## config.mk

```make
export PLATFORM = sky130hd
export DESIGN_NAME = aabb_sum_stage
export DESIGN_NICKNAME = d
export VERILOG_FILES = /design/src/hdl/aabb_pkg.sv /design/src/hdl/aabb_sum_stage.sv
export SDC_FILE = /design/constraint.sdc
export NUM_CORES = 1
export LEC_CHECK = 0
export ABC_CLOCK_PERIOD_IN_PS = 6800
export BUFFER_PORTS_ARGS = -buffer_cell sky130_fd_sc_hd__buf_2
export CAP_MARGIN = 20
export CORE_AREA = 2 2 337 339
export CTS_CLUSTER_SIZE = 8
export DETAILED_ROUTE_END_ITERATION = 8
export DIE_AREA = 0 0 339 341
export SYNTH_ARGS = -nofsm -noshare
export SYNTH_HDL_FRONTEND = slang
export SYNTH_SLANG_ARGS = --single-unit
```

## constraint.sdc

```tcl
create_clock -name clk -period 6.8 [get_ports clk]
set_input_delay 1.02 -clock clk [delete_from_list [all_inputs] [get_ports clk]]
set_output_delay 1.02 -clock clk [all_outputs]
set_load 0.005 [all_outputs]
```

## src/hdl/aabb_pkg.sv

```systemverilog
// ----------------------------------------------------------------------------
// aabb_pkg
// Shared constants and register codes for the box transform pipeline.
// ----------------------------------------------------------------------------
`default_nettype none

package aabb_pkg;

  localparam int NUM_AXES  = 3;
  localparam int NUM_COLS  = NUM_AXES + 1;
  localparam int COEF_W    = 16;
  localparam int ROW_W     = NUM_COLS * COEF_W;
  localparam int OUT_W     = 34;
  localparam int CFG_IDX_W = 2;

  typedef enum logic [CFG_IDX_W-1:0] {
    REG_ROW_X = 2'd0,
    REG_ROW_Y = 2'd1,
    REG_ROW_Z = 2'd2
  } cfg_reg_t;

endpackage

`default_nettype wire

```

## src/hdl/aabb_sum_stage.sv

```systemverilog
// ----------------------------------------------------------------------------
// aabb_sum_stage
// Last stage: sums the chosen products and the translation per axis into the
// output register.
// ----------------------------------------------------------------------------
`default_nettype none

module aabb_sum_stage #(
  parameter int PROD_W = 32,
  parameter int TR_W   = 24
) (
  input  wire logic                   clk,
  input  wire logic                   rst,
  input  wire logic                   in_valid,
  output      logic                   in_ready,
  input  wire logic signed [PROD_W-1:0]
                             mn [aabb_pkg::NUM_AXES][aabb_pkg::NUM_AXES],
  input  wire logic signed [PROD_W-1:0]
                             mx [aabb_pkg::NUM_AXES][aabb_pkg::NUM_AXES],
  input  wire logic signed [TR_W-1:0] tr [aabb_pkg::NUM_AXES],
  output      logic                   out_valid,
  input  wire logic                   out_ready,
  output      logic signed [aabb_pkg::OUT_W-1:0] out_lo [aabb_pkg::NUM_AXES],
  output      logic signed [aabb_pkg::OUT_W-1:0] out_hi [aabb_pkg::NUM_AXES]
);
  import aabb_pkg::*;

  localparam int SUM_W  = PROD_W + 2;
  localparam int EXT_A  = (SUM_W > OUT_W) ? SUM_W : OUT_W;
  localparam int EXT_W  = (EXT_A > TR_W + 1) ? EXT_A : TR_W + 1;

  logic signed [EXT_W-1:0] lo_sum [NUM_AXES];
  logic signed [EXT_W-1:0] hi_sum [NUM_AXES];

  assign in_ready = !out_valid || out_ready;

  always_comb begin
    for (int a = 0; a < NUM_AXES; a++) begin
      lo_sum[a] = EXT_W'(tr[a]);
      hi_sum[a] = EXT_W'(tr[a]);
      for (int j = 0; j < NUM_AXES; j++) begin
        lo_sum[a] = lo_sum[a] + EXT_W'(mn[a][j]);
        hi_sum[a] = hi_sum[a] + EXT_W'(mx[a][j]);
      end
    end
  end

  always_ff @(posedge clk) begin
    if (rst) begin
      out_valid <= 1'b0;
    end else if (in_ready) begin
      out_valid <= in_valid;
    end
  end

  always_ff @(posedge clk) begin
    if (in_valid && in_ready) begin
      for (int a = 0; a < NUM_AXES; a++) begin
        out_lo[a] <= lo_sum[a][OUT_W-1:0];
        out_hi[a] <= hi_sum[a][OUT_W-1:0];
      end
    end
  end

  // box corners stay ordered
  for (genvar g = 0; g < NUM_AXES; g++) begin : g_order_chk
    a_ordered: assert property (@(posedge clk) disable iff (rst)
      out_valid |-> out_lo[g] <= out_hi[g])
      else $error("transformed box min above max");
  end

endmodule

`default_nettype wire

```

==> out/qor.yml <==
grt:
  first_global_vias: 24100
  grt_overflow: 0
  grt_pass1_wl_um: 141100
  track_usage: 0.1592
  grt_start_max_net_pins: 112
  antenna_found_initial: 8
timing:
  hold_viol: 0
  finalCriticalPeriod_ns: 5.005
  finalWorstSetupSlack_ns: 1.795
  setup_viol: 0
  worstMarginPinSlew_ns: 0.9663
  fin_setup_tns_ns: 0
  maxSlewHeadroom: 0.3551
  rsz0062_at_grt: "no"
  slew_viol_final: 0
  clock.fmax_mhz: 199.8
  min_period_over_period: 0.7360
  fin_skew_ns: 0.01299
drt:
  routed_via_density: 4.310
  totalWireLength_um: 93280
  drc: 0
  wl_per_cell_um: 17.59
  drt-pass1-iter-count: 7
  vias: 22850
  first_iter_violations: 1507
  antenna_left: 0
logic_synthesis:
  synthCells: 2927
  netlist_area_mm2: 0.02735
  ys_async_sr_fraction: 0
  synth.avg_cell_area_um2: 9.344
  synth.distinct_cells: 70
  synth-seq-area-share: 0.2247
  yosys_warnings: 0
  synth_edf_count: 204
  synth_ff_type: "edfxtp_1"
  synth-seq-cells: 205
  synth_nets: 4167
setup_path:
  r2r_cells: 3
  cp_max_fo: 3
  setup.worst_path.start_class: "primary input"
  r2r-start: "out_valid"
  reg2reg_setup_slack_ns: 4.61
  end_kind: "flop"
  setup.worst_path.class: "in2reg"
  cp.arrival_ns: 5.40
  r2r_end: "out_hi[14]"
  required_ns: 7.19
place:
  place.gp.congestion: 0.8942
  dp_cells: 5253
  hpwl_um: 83010
  io_buffers: 857
  dp_slack_ns: 1.240
floorplan:
  rows: 123
  start_util: 0.2444
  die_h_um: 341
  dieArea_mm2: 0.1156
  ios: 858
  die_x_um: 339
  coreArea_mm2: 0.1119
clock_tree:
  clk_latency_ns: 0.60
  cts_resized: 0
  clockBufferDepth: 3
  hold_buffers: 0
  cts_setup_buffers: 0
  cts_made_buffers: 31
  path_clk_slew_ns: 0.05
  h-tree-depth: 1
  clkSinkCount: 205
  clockRootBuffer: "clkbuf_16"
  cts_tree: "done"
min_path:
  min_delay_path_depth: 2
  hold_start: "out_valid"
  hold_path.class: "reg2reg"
  hold_end: "out_valid"
finish:
  fillers: 11890
  drive_above_1_share: 0.2424
  stdcell_count: 5302
  fin_util: 0.3062
  area.growth.synth_to_final_pct: 25.27
  fin_nets: 5026
power:
  pwr_density_cell_mw_per_mm2: 306.3
  ir_worst_vdd_uv: 159.3
  cellLeakagePower_nw: 18.24
job:
  maxCapViolCount: 0
run_status:
  status: "completed"
==> state kept, by name, summed over array words and instances, names as in the netlist <==
| name | count |
|---|---|
| out_valid | 1 |
| out_hi | 102 |
| out_lo | 102 |
==> metrics by stage <==
stage	power [W]	instance area, um2	hold slack [ns]
floorplan	0.006585	27350	0.5225
global placement	0.009048	33420	0.5003
detailed placement	0.009076	33420	0.5277
CTS	0.01061	34260	0.5303
global route	0.01138	34260	0.5579
finish	0.01049	34260	0.5200
==> where the power goes <==
part	internal [W]	switching, W	total [W]	leakage (nW)
Combinational	0.00269	0.00393	0.00662	15.8
Sequential	0.00225	0.000167	0.00242	1.98
Clock	0.000820	0.000629	0.00145	0.404
==> logic make-up after synthesis <==
group,Yosys count,share of synthesized area
AOI/OAI and AO/OA,565,0.1319
buffers and inverters,994,0.1375
DFF,205,0.2247
muxes,1,0.0003660
adders and majority gates,588,0.3761
xor gates and xnor gates,185,0.05925
and+or+nand+nor,389,0.07018
==> synthesized netlist by cell type (15+ instances only) <==
cell | count | area, um2
a31oi_1 | 28 | 175.2
xor2_1 | 80 | 700.7
nand4_1 | 30 | 187.7
nor3_1 | 20 | 100.1
o21bai_1 | 24 | 180.2
xnor2_1 | 105 | 919.6
clkbuf_1 | 35 | 131.4
a21oi_1 | 201 | 1006
nor2_1 | 77 | 289.0
ha_1 | 198 | 2477
inv_1 | 954 | 3581
o21ai_0 | 85 | 425.4
edfxtp_1 | 204 | 6126
o211ai_1 | 15 | 112.6
a21o_1 | 98 | 735.7
nand3_1 | 50 | 250.2
and3_1 | 27 | 168.9
a211oi_1 | 17 | 127.6
nand2_1 | 115 | 431.7
fa_1 | 390 | 7807
==> layout by cell type, fill, tap and decap left out, types with 31 or more instances in the layout <==
cell type / n
fa_1: 390
xor2_1: 80
nor2_1: 77
edfxtp_1: 204
inv_1: 954
xnor2_1: 105
nand3_1: 50
nand2_1: 115
a21o_1: 98
ha_1: 198
clkbuf_16: 31
buf_2: 857
o21ai_0: 85
a21oi_1: 201
==> worst max path at each step <==
stage | from | endpoint | slack (ns) | cells past startpoint
after floorplan | out_ready | out_hi[0] | 0.37 | 2
after global placement | mx[193] | out_hi[101] | 1.24 | 15
after CTS | mx[193] | out_hi[101] | 1.86 | 15
after detailed placement | mx[193] | out_hi[101] | 1.24 | 15
final | mn[97] | out_lo[67] | 1.80 | 13
after global routing | mx[193] | out_hi[101] | 1.57 | 15
==> final cells by class <==
class | count | area, um2 | share of cell area
multi-input cells | 1728 | 17450 | 0.5092
clock inverters | 2 | 8.758 | 0.0002556
clock buffers | 45 | 828.3 | 0.02418
flip-flops and latches | 205 | 6146 | 0.1794
repair buffers | 866 | 4369 | 0.1275
diodes | 2 | 5.005 | 0.0001461
inverters | 954 | 3581 | 0.1045
well taps | 1500 | 1877 | 0.05478
==> critical path, cell delays in order <==
cell and delay [ns]:
buf_2 0.11, fa_1 0.56, fa_1 0.43, ha_1 0.23, fa_1 0.55, a21oi_1 0.30, o21ai_0 0.24, a2111oi_0 0.71
o31ai_1 0.27, a31oi_1 0.32, nor2_1 0.14, mux2i_1 0.15, a2111oi_2 0.35
==> layer usage <==
metal | vias up | part of all wire | wire length, um | global-route usage
met5 | - | 0 | 0 | 0
met4 | 0 | 0.026 | 2434 | 0.04213
met3 | 111 | 0.054 | 5079 | 0.02172
met2 | 770 | 0.50 | 46920 | 0.2859
met1 | 11020 | 0.42 | 38840 | 0.1997
li1 | 10950 | - | - | -
No activity file was read; power rests on OpenSTA's default activity.
