## config.mk

```make
export PLATFORM = sky130hd
export DESIGN_NAME = aabb_minmax_stage
export DESIGN_NICKNAME = d
export VERILOG_FILES = /design/src/hdl/aabb_pkg.sv /design/src/hdl/aabb_minmax_stage.sv
export SDC_FILE = /design/constraint.sdc
export NUM_CORES = 1
export LEC_CHECK = 0
export ABC_AREA = 1
export ABC_CLOCK_PERIOD_IN_PS = 50600
export BUFFER_PORTS_ARGS = -buffer_cell sky130_fd_sc_hd__buf_2
export CAP_MARGIN = 20
export CORE_AREA = 2 2 511 513
export DETAILED_ROUTE_END_ITERATION = 6
export DIE_AREA = 0 0 513 515
export PLACE_DENSITY_LB_ADDON = 0.1
export SETUP_SLACK_MARGIN = 0.15
export SLEW_MARGIN = 20
export SYNTH_ARGS = -nofsm -noshare
export SYNTH_HDL_FRONTEND = slang
export SYNTH_SLANG_ARGS = --single-unit
```

## constraint.sdc

```tcl
create_clock -name clk -period 50.6 [get_ports clk]
set_input_delay 10.12 -clock clk [delete_from_list [all_inputs] [get_ports clk]]
set_output_delay 10.12 -clock clk [all_outputs]
set_load 0.01 [all_outputs]
```

## src/hdl/aabb_pkg.sv

```systemverilog
// ----------------------------------------------------------------------------
// aabb_pkg
// Shared constants and register codes for the box transform pipeline.
// ----------------------------------------------------------------------------
`default_nettype none

package aabb_pkg;

  localparam int NUM_AXES  = 3;
  localparam int NUM_COLS  = NUM_AXES + 1;
  localparam int COEF_W    = 16;
  localparam int ROW_W     = NUM_COLS * COEF_W;
  localparam int OUT_W     = 34;
  localparam int CFG_IDX_W = 2;

  typedef enum logic [CFG_IDX_W-1:0] {
    REG_ROW_X = 2'd0,
    REG_ROW_Y = 2'd1,
    REG_ROW_Z = 2'd2
  } cfg_reg_t;

endpackage

`default_nettype wire

```

## src/hdl/aabb_minmax_stage.sv

```systemverilog
// ----------------------------------------------------------------------------
// aabb_minmax_stage
// Second stage: per matrix entry, the smaller and larger of the two products.
// The min over all corners separates into one choice per column.
// ----------------------------------------------------------------------------
`default_nettype none

module aabb_minmax_stage #(
  parameter int PROD_W = 32,
  parameter int TR_W   = 24
) (
  input  wire logic                   clk,
  input  wire logic                   rst,
  input  wire logic                   in_valid,
  output      logic                   in_ready,
  input  wire logic signed [PROD_W-1:0]
                             p_lo [aabb_pkg::NUM_AXES][aabb_pkg::NUM_AXES],
  input  wire logic signed [PROD_W-1:0]
                             p_hi [aabb_pkg::NUM_AXES][aabb_pkg::NUM_AXES],
  input  wire logic signed [TR_W-1:0] tr_in [aabb_pkg::NUM_AXES],
  output      logic                   out_valid,
  input  wire logic                   out_ready,
  output      logic signed [PROD_W-1:0]
                             mn [aabb_pkg::NUM_AXES][aabb_pkg::NUM_AXES],
  output      logic signed [PROD_W-1:0]
                             mx [aabb_pkg::NUM_AXES][aabb_pkg::NUM_AXES],
  output      logic signed [TR_W-1:0] tr_out [aabb_pkg::NUM_AXES]
);
  import aabb_pkg::*;

  assign in_ready = !out_valid || out_ready;

  always_ff @(posedge clk) begin
    if (rst) begin
      out_valid <= 1'b0;
    end else if (in_ready) begin
      out_valid <= in_valid;
    end
  end

  always_ff @(posedge clk) begin
    if (in_valid && in_ready) begin
      for (int a = 0; a < NUM_AXES; a++) begin
        for (int j = 0; j < NUM_AXES; j++) begin
          if (p_lo[a][j] < p_hi[a][j]) begin
            mn[a][j] <= p_lo[a][j];
            mx[a][j] <= p_hi[a][j];
          end else begin
            mn[a][j] <= p_hi[a][j];
            mx[a][j] <= p_lo[a][j];
          end
        end
        tr_out[a] <= tr_in[a];
      end
    end
  end

endmodule

`default_nettype wire

```

==> impl_metrics.yaml, run 1 <==
power:
  power.total_mw: 1.75
  powerDensity_nw_per_um2: 35.4
  max-vdd-ir-drop_uv: 25.2
  leakagePower_nw: 23.3
timing:
  post-route-period-util_pct: 40.9
  fin_skew_ns: 0.0211
  setup_viol: 0
  hold_viol_final: 0
  finalSetupTns_ns: 0
  rsz0062_at_grt: "false"
  clock.fmax_mhz: 48.3
  slew_viol_final: 0
  min_period_ns: 20.69
  relSlewSlack_pct: 31.5
  worst_pin_slew_ns: 1.03
yosys:
  yosysUniqueCellTypes: 24
  yosysWarnings: 0
  yosys-top-cells-area: "edfxtp_1 54%, nand3_1 15%, ha_1 9.6%"
  ys_ff_latch: 649
  yosysTopAreaCellShare_pct: 53.6
  synth_area_um2: 36300
  synth.net_count: 4746
  syn_avg_cell_area_um2: 9.52
  yosysSeqAreaShare_pct: 53.6
  synth_cells: 3815
  synth_area_leader_cell: "edfxtp_1"
route:
  drc: 0
  routed_wl_um: 188000
  drt_iter0_drc: 1970
  via_count: 33415
  drtAntennaViolNets: 0
  first_pass_iters: 5
  vias_per_cell: 3.90
  wl_per_cell_um: 21.9
clocking:
  htree_levels: 3
  cts_resized: 0
  cts_buffer_depth: 3
  cts_tree: "yes"
  cts_sinks: 649
  ctsRootBufferMaster: "clkbuf_16"
  post_cts_buffers: 0
  clkSlewWorstSetupHoldPaths_ns: 0.06
  holdBufCountCts: 0
  worstSkewPairLatency_ns: 0.72
  cts_buffers: 96
placement:
  place.gp.congestion: 0.818
  portBuffers: 1301
  hpwl_um: 144000
  post-place-cells: 8344
  place_area_um2: 46300
grt:
  grt_pass1_vias: 33082
  met1_usage_pct: 14.6
  grt_pass1_wl_um: 259000
  grt_start_max_net_pins: 70
  grtUsageMet2_pct: 23.8
  grt_util_met3_pct: 5.97
  grtUsageTotal_pct: 13.6
  grt_antenna_before_repair: 160
  top_usage_layer: "met2"
  overflow: 0
critical_path:
  endpoint_kind: "output pin"
  max_stage_delay_ns: 0.15
  cp_common_cell: "buf_2"
  startpoint_type: "input pin"
  slowest_stage: "buf_2"
  arrival_ns: 10.56
  required_ns: 40.48
  crit_chain: "buf_2, inv_1, nand2_1, buf_2"
  crit_family: "buffers and inverters"
  reg2reg_depth: 6
  crit_cells: 4
  crit_fanout: 2
  path_buf_inv: 3
  path_class: "input pin to output pin"
run_status:
  status: "completed"
floorplan:
  die_area_um2: 264000
  dieHeight_um: 515
  chipWidth_um: 513
  fp-row-count: 187
  ios: 1302
  start_util_pct: 14.1
  core_area_um2: 259000
hold_path:
  hp-class: "flip-flop to flip-flop"
  holdPathStages: 2
finish:
  fillers: 29096
  final_nets: 5971
  area_growth_pct: 35.8
  final_cell_mix: "1301 x buf_2, 1096 x nand3_1, 818 x nand2_1"
  fin_cells: 8564
  fin_area_um2: 49300
  drive_above_1_share_pct: 30.5
  final_common_cell: "buf_2"
flow_run:
  max_cap_violations: 0
==> metal layers <==
layer  routed length, µm  vias up
met5                 693        -
met4                5350      114
met3               19100      397
met2               93400     1275
met1               69300    15785
li1                    -    15844
==> sequential cells by signal, summed over array words and instances (netlist names) <==
register	cells
tr_out	72
out_valid	1
mx	288
mn	288
==> final cells by class <==
| class | count | area, µm² | area share, % |
|---|---|---|---|
| Multi-Input combinational cell | 2587 | 14400 | 29.1 |
| Timing Repair Buffer | 1343 | 6830 | 13.8 |
| Clock buffer | 118 | 2510 | 5.08 |
| Sequential cell | 649 | 19500 | 39.5 |
| Clock inverter | 54 | 418 | 0.847 |
| Tap cell | 3402 | 4260 | 8.63 |
| Antenna cell | 48 | 120 | 0.243 |
| Inverter | 363 | 1360 | 2.76 |
==> cell families after synthesis <==
| group | Yosys count | synth area share (%) |
|---|---|---|
| simple gates | 2110 | 26.9 |
| buf+inv | 579 | 7.07 |
| fa+ha+maj | 279 | 9.61 |
| flops | 649 | 53.6 |
| compound gates | 198 | 2.83 |
==> stage by stage <==
step	util (%)	hold WS [ns]	setup slack (ns)
2_1_floorplan	-	0.577	7.56
3_3_place_gp	17.9	0.662	29.88
3_5_place_dp	17.9	0.644	29.91
4_1_cts	19.0	0.655	29.91
5_1_grt	19.1	0.675	29.89
6_report	19.1	0.623	29.92
==> cell usage after synthesis <==
| cell type | count |
|---|---|
| buf_4 | 13 |
| o211ai_1 | 3 |
| nand4_2 | 1 |
| nor2_2 | 4 |
| buf_6 | 15 |
| dfxtp_1 | 1 |
| ha_1 | 279 |
| nand2_4 | 7 |
| o21ai_0 | 42 |
| nor3_1 | 17 |
| o21a_1 | 7 |
| nand2_2 | 18 |
| a21oi_1 | 140 |
| inv_1 | 363 |
| o21ai_1 | 1 |
| nand3_2 | 46 |
| a31oi_1 | 2 |
| nor2_1 | 78 |
| nand4_1 | 11 |
| nand2_1 | 820 |
| buf_2 | 188 |
| nand3_1 | 1108 |
| a21oi_2 | 3 |
| edfxtp_1 | 648 |
==> path summary, 6_finish.rpt <==
path / endpoint / slack (ns) / from
worst max-delay path: in_ready / 29.92 / out_ready
worst max register to register: tr_out[37]$_DFFE_PP_ / 46.14 / out_valid$_SDFFE_PP0N_
worst min register to register: out_valid$_SDFFE_PP0N_ / 0.62 / out_valid$_SDFFE_PP0N_
worst min-delay path: out_valid$_SDFFE_PP0N_ / 0.62 / out_valid$_SDFFE_PP0N_
==> report_power, final <==
part	leakage (nW)	internal, mW	switching [mW]
combinational	15.6	0.128	0.274
clock	1.42	0.366	0.291
sequential	6.30	0.671	0.0160
total	23.3	1.17	0.580
==> worst reg2reg max path, stage by stage (launching register included) <==
cell,delay [ns]
dfxtp_1,0.40
a21oi_4,0.17
buf_4,0.46
buf_4,0.71
buf_4,0.63
buf_4,0.73
buf_4,0.89
Power figures use the tool's default switching activity.
==> run 2: changes to the inputs <==
Settings changed: ABC_CLOCK_PERIOD_IN_PS 50600 to 17700.
Clock period 50.6 ns to 17.7 ns, I/O delays scaled along.
==> run 2 against run 1 <==
Net effect: clock power grew to 3.1 times the previous value; via count is essentially flat; sequential share of layout area shrank 0.19 points; die area is the same; wire length grew 0.77%; critical path depth is the same; global-route usage grew 0.082 points; hold slack lost 0.079 ns; count of clock-buffer cells in the layout shrank 3; first-iteration DRC count shrank 4.3%; power grew to 3.0 times the previous value.
==> impl_metrics.yaml, run 2 (synthesis gave the netlist of run 1 again) <==
critical_path:
  startpoint_type: "input pin"
  regToRegStartpoint: "out_valid$_SDFFE_PP0N_"
  startpoint: "out_ready"
  crit_fanout: 2
  path_class: "input pin to output pin"
  endpoint_kind: "output pin"
  arrival_ns: 3.98
  ff2ff_setup_slack_ns: 13.95
  required_ns: 14.16
placement:
  portBuffers: 1301
  pre_cts_slack_ns: 10.17
  post-place-cells: 8342
  hpwl_um: 146000
  place_area_um2: 46300
  place.gp.congestion: 0.795
clocking:
  holdBufCountCts: 0
  clkSlewWorstSetupHoldPaths_ns: 0.05
  cts_sinks: 649
  htree_levels: 3
  cts_resized: 0
  cts_buffers: 97
  worstSkewPairLatency_ns: 0.74
  cts_tree: "yes"
  cts_buffer_depth: 3
  post_cts_buffers: 0
  ctsRootBufferMaster: "clkbuf_16"
run_status:
  status: "completed"
floorplan:
  chipWidth_um: 513
  core_area_um2: 259000
  ios: 1302
  dieHeight_um: 515
  fp-row-count: 187
  start_util_pct: 14.1
  die_area_um2: 264000
power:
  max-vdd-ir-drop_uv: 84.4
  leakagePower_nw: 23.5
  powerDensity_nw_per_um2: 104
timing:
  relSlewSlack_pct: 25.1
  rsz0062_at_grt: "false"
  hold_viol_final: 0
  clock.fmax_mhz: 133
  slew_viol_final: 0
  finalSetupTns_ns: 0
  worst_pin_slew_ns: 1.12
  layout_setup_ws_ns: 10.18
  setup_viol: 0
  post-route-period-util_pct: 42.5
  fin_skew_ns: 0.0379
  min_period_ns: 7.52
finish:
  final_cell_mix: "1301 x buf_2, 1096 x nand3_1, 818 x nand2_1"
  drive_above_1_share_pct: 30.8
  fin_cells: 8555
  final_common_cell: "buf_2"
  fin_area_um2: 49600
  reg.largest.list: "mn (288), mx (288), tr_out (72)"
  area_growth_pct: 36.5
  final_nets: 5970
route:
  drtAntennaViolNets: 0
  wl_per_cell_um: 22.1
  routed_wl_um: 189000
  first_pass_iters: 5
  vias_per_cell: 3.91
  via_count: 33434
  drt_iter0_drc: 1886
  drc: 0
grt:
  grt_pass1_vias: 33003
  grtUsageTotal_pct: 13.7
  overflow: 0
  grt_pass1_wl_um: 260000
  grt_start_max_net_pins: 135
  grt_antenna_before_repair: 139
hold_path:
  min_from: "out_valid$_SDFFE_PP0N_"
  hp-class: "flip-flop to flip-flop"
flow_run:
  max_cap_violations: 0
==> run 2: cell count changes in the layout (fill, tap and decap cells not counted), moves of 2 or more <==
| cell | change |
|---|---|
| bufinv_16 | +9 |
| clkinv_2 | +9 |
| clkinvlp_4 | -2 |
| clkinv_1 | -6 |
| diode_2 | -14 |
| clkbuf_1 | -4 |
| buf_4 | -3 |
==> run 2: cell type report <==
cell class / instances / area [µm²]
Inverter: 363 / 1360
Fill cell: 28940 / 209000
Sequential cell: 649 / 19500
Timing Repair Buffer: 1341 / 6820
Antenna cell: 34 / 85.1
Tap cell: 3402 / 4260
Clock buffer: 115 / 2520
Clock inverter: 64 / 696
Multi-Input combinational cell: 2587 / 14400
==> run 2: metrics by stage <==
| step | hold slack [ns] | power, mW | util (%) |
|---|---|---|---|
| 3_3_place_gp | 0.537 | 3.18 | 17.9 |
| 2_1_floorplan | 0.612 | 2.66 | - |
| 4_1_cts | 0.552 | 5.29 | 19.1 |
| 5_1_grt | 0.592 | 5.45 | 19.2 |
| 6_report | 0.543 | 5.15 | 19.2 |
| 3_5_place_dp | 0.541 | 3.18 | 17.9 |
==> run 2: final timing paths <==
path                       endpoint  cells after the start
max                        in_ready                      4
min          out_valid$_SDFFE_PP0N_                      2
max reg2reg       mx[220]$_DFFE_PP_                      4
min reg2reg  out_valid$_SDFFE_PP0N_                      2
==> run 2: layer usage <==
metal  vias up  share of wire (%)  GRT usage (%)
met2      1259                 49           24.0
met5         -               0.26              0
met4        80                2.9           4.22
met1     15909                 38           15.3
li1      15828                  -              -
met3       358                9.5           5.16
==> run 2: worst max-delay path, cell delays in order <==
cell and delay, ns:
buf_2 0.10, inv_1 0.11, nand2_1 0.09, buf_2 0.15
==> run 2: where the power goes <==
group	internal (mW)	leakage [nW]	switching [mW]	total [mW]
Combinational	0.366	15.6	0.780	1.15
Clock	1.19	1.58	0.848	2.04
Sequential	1.92	6.30	0.0493	1.97
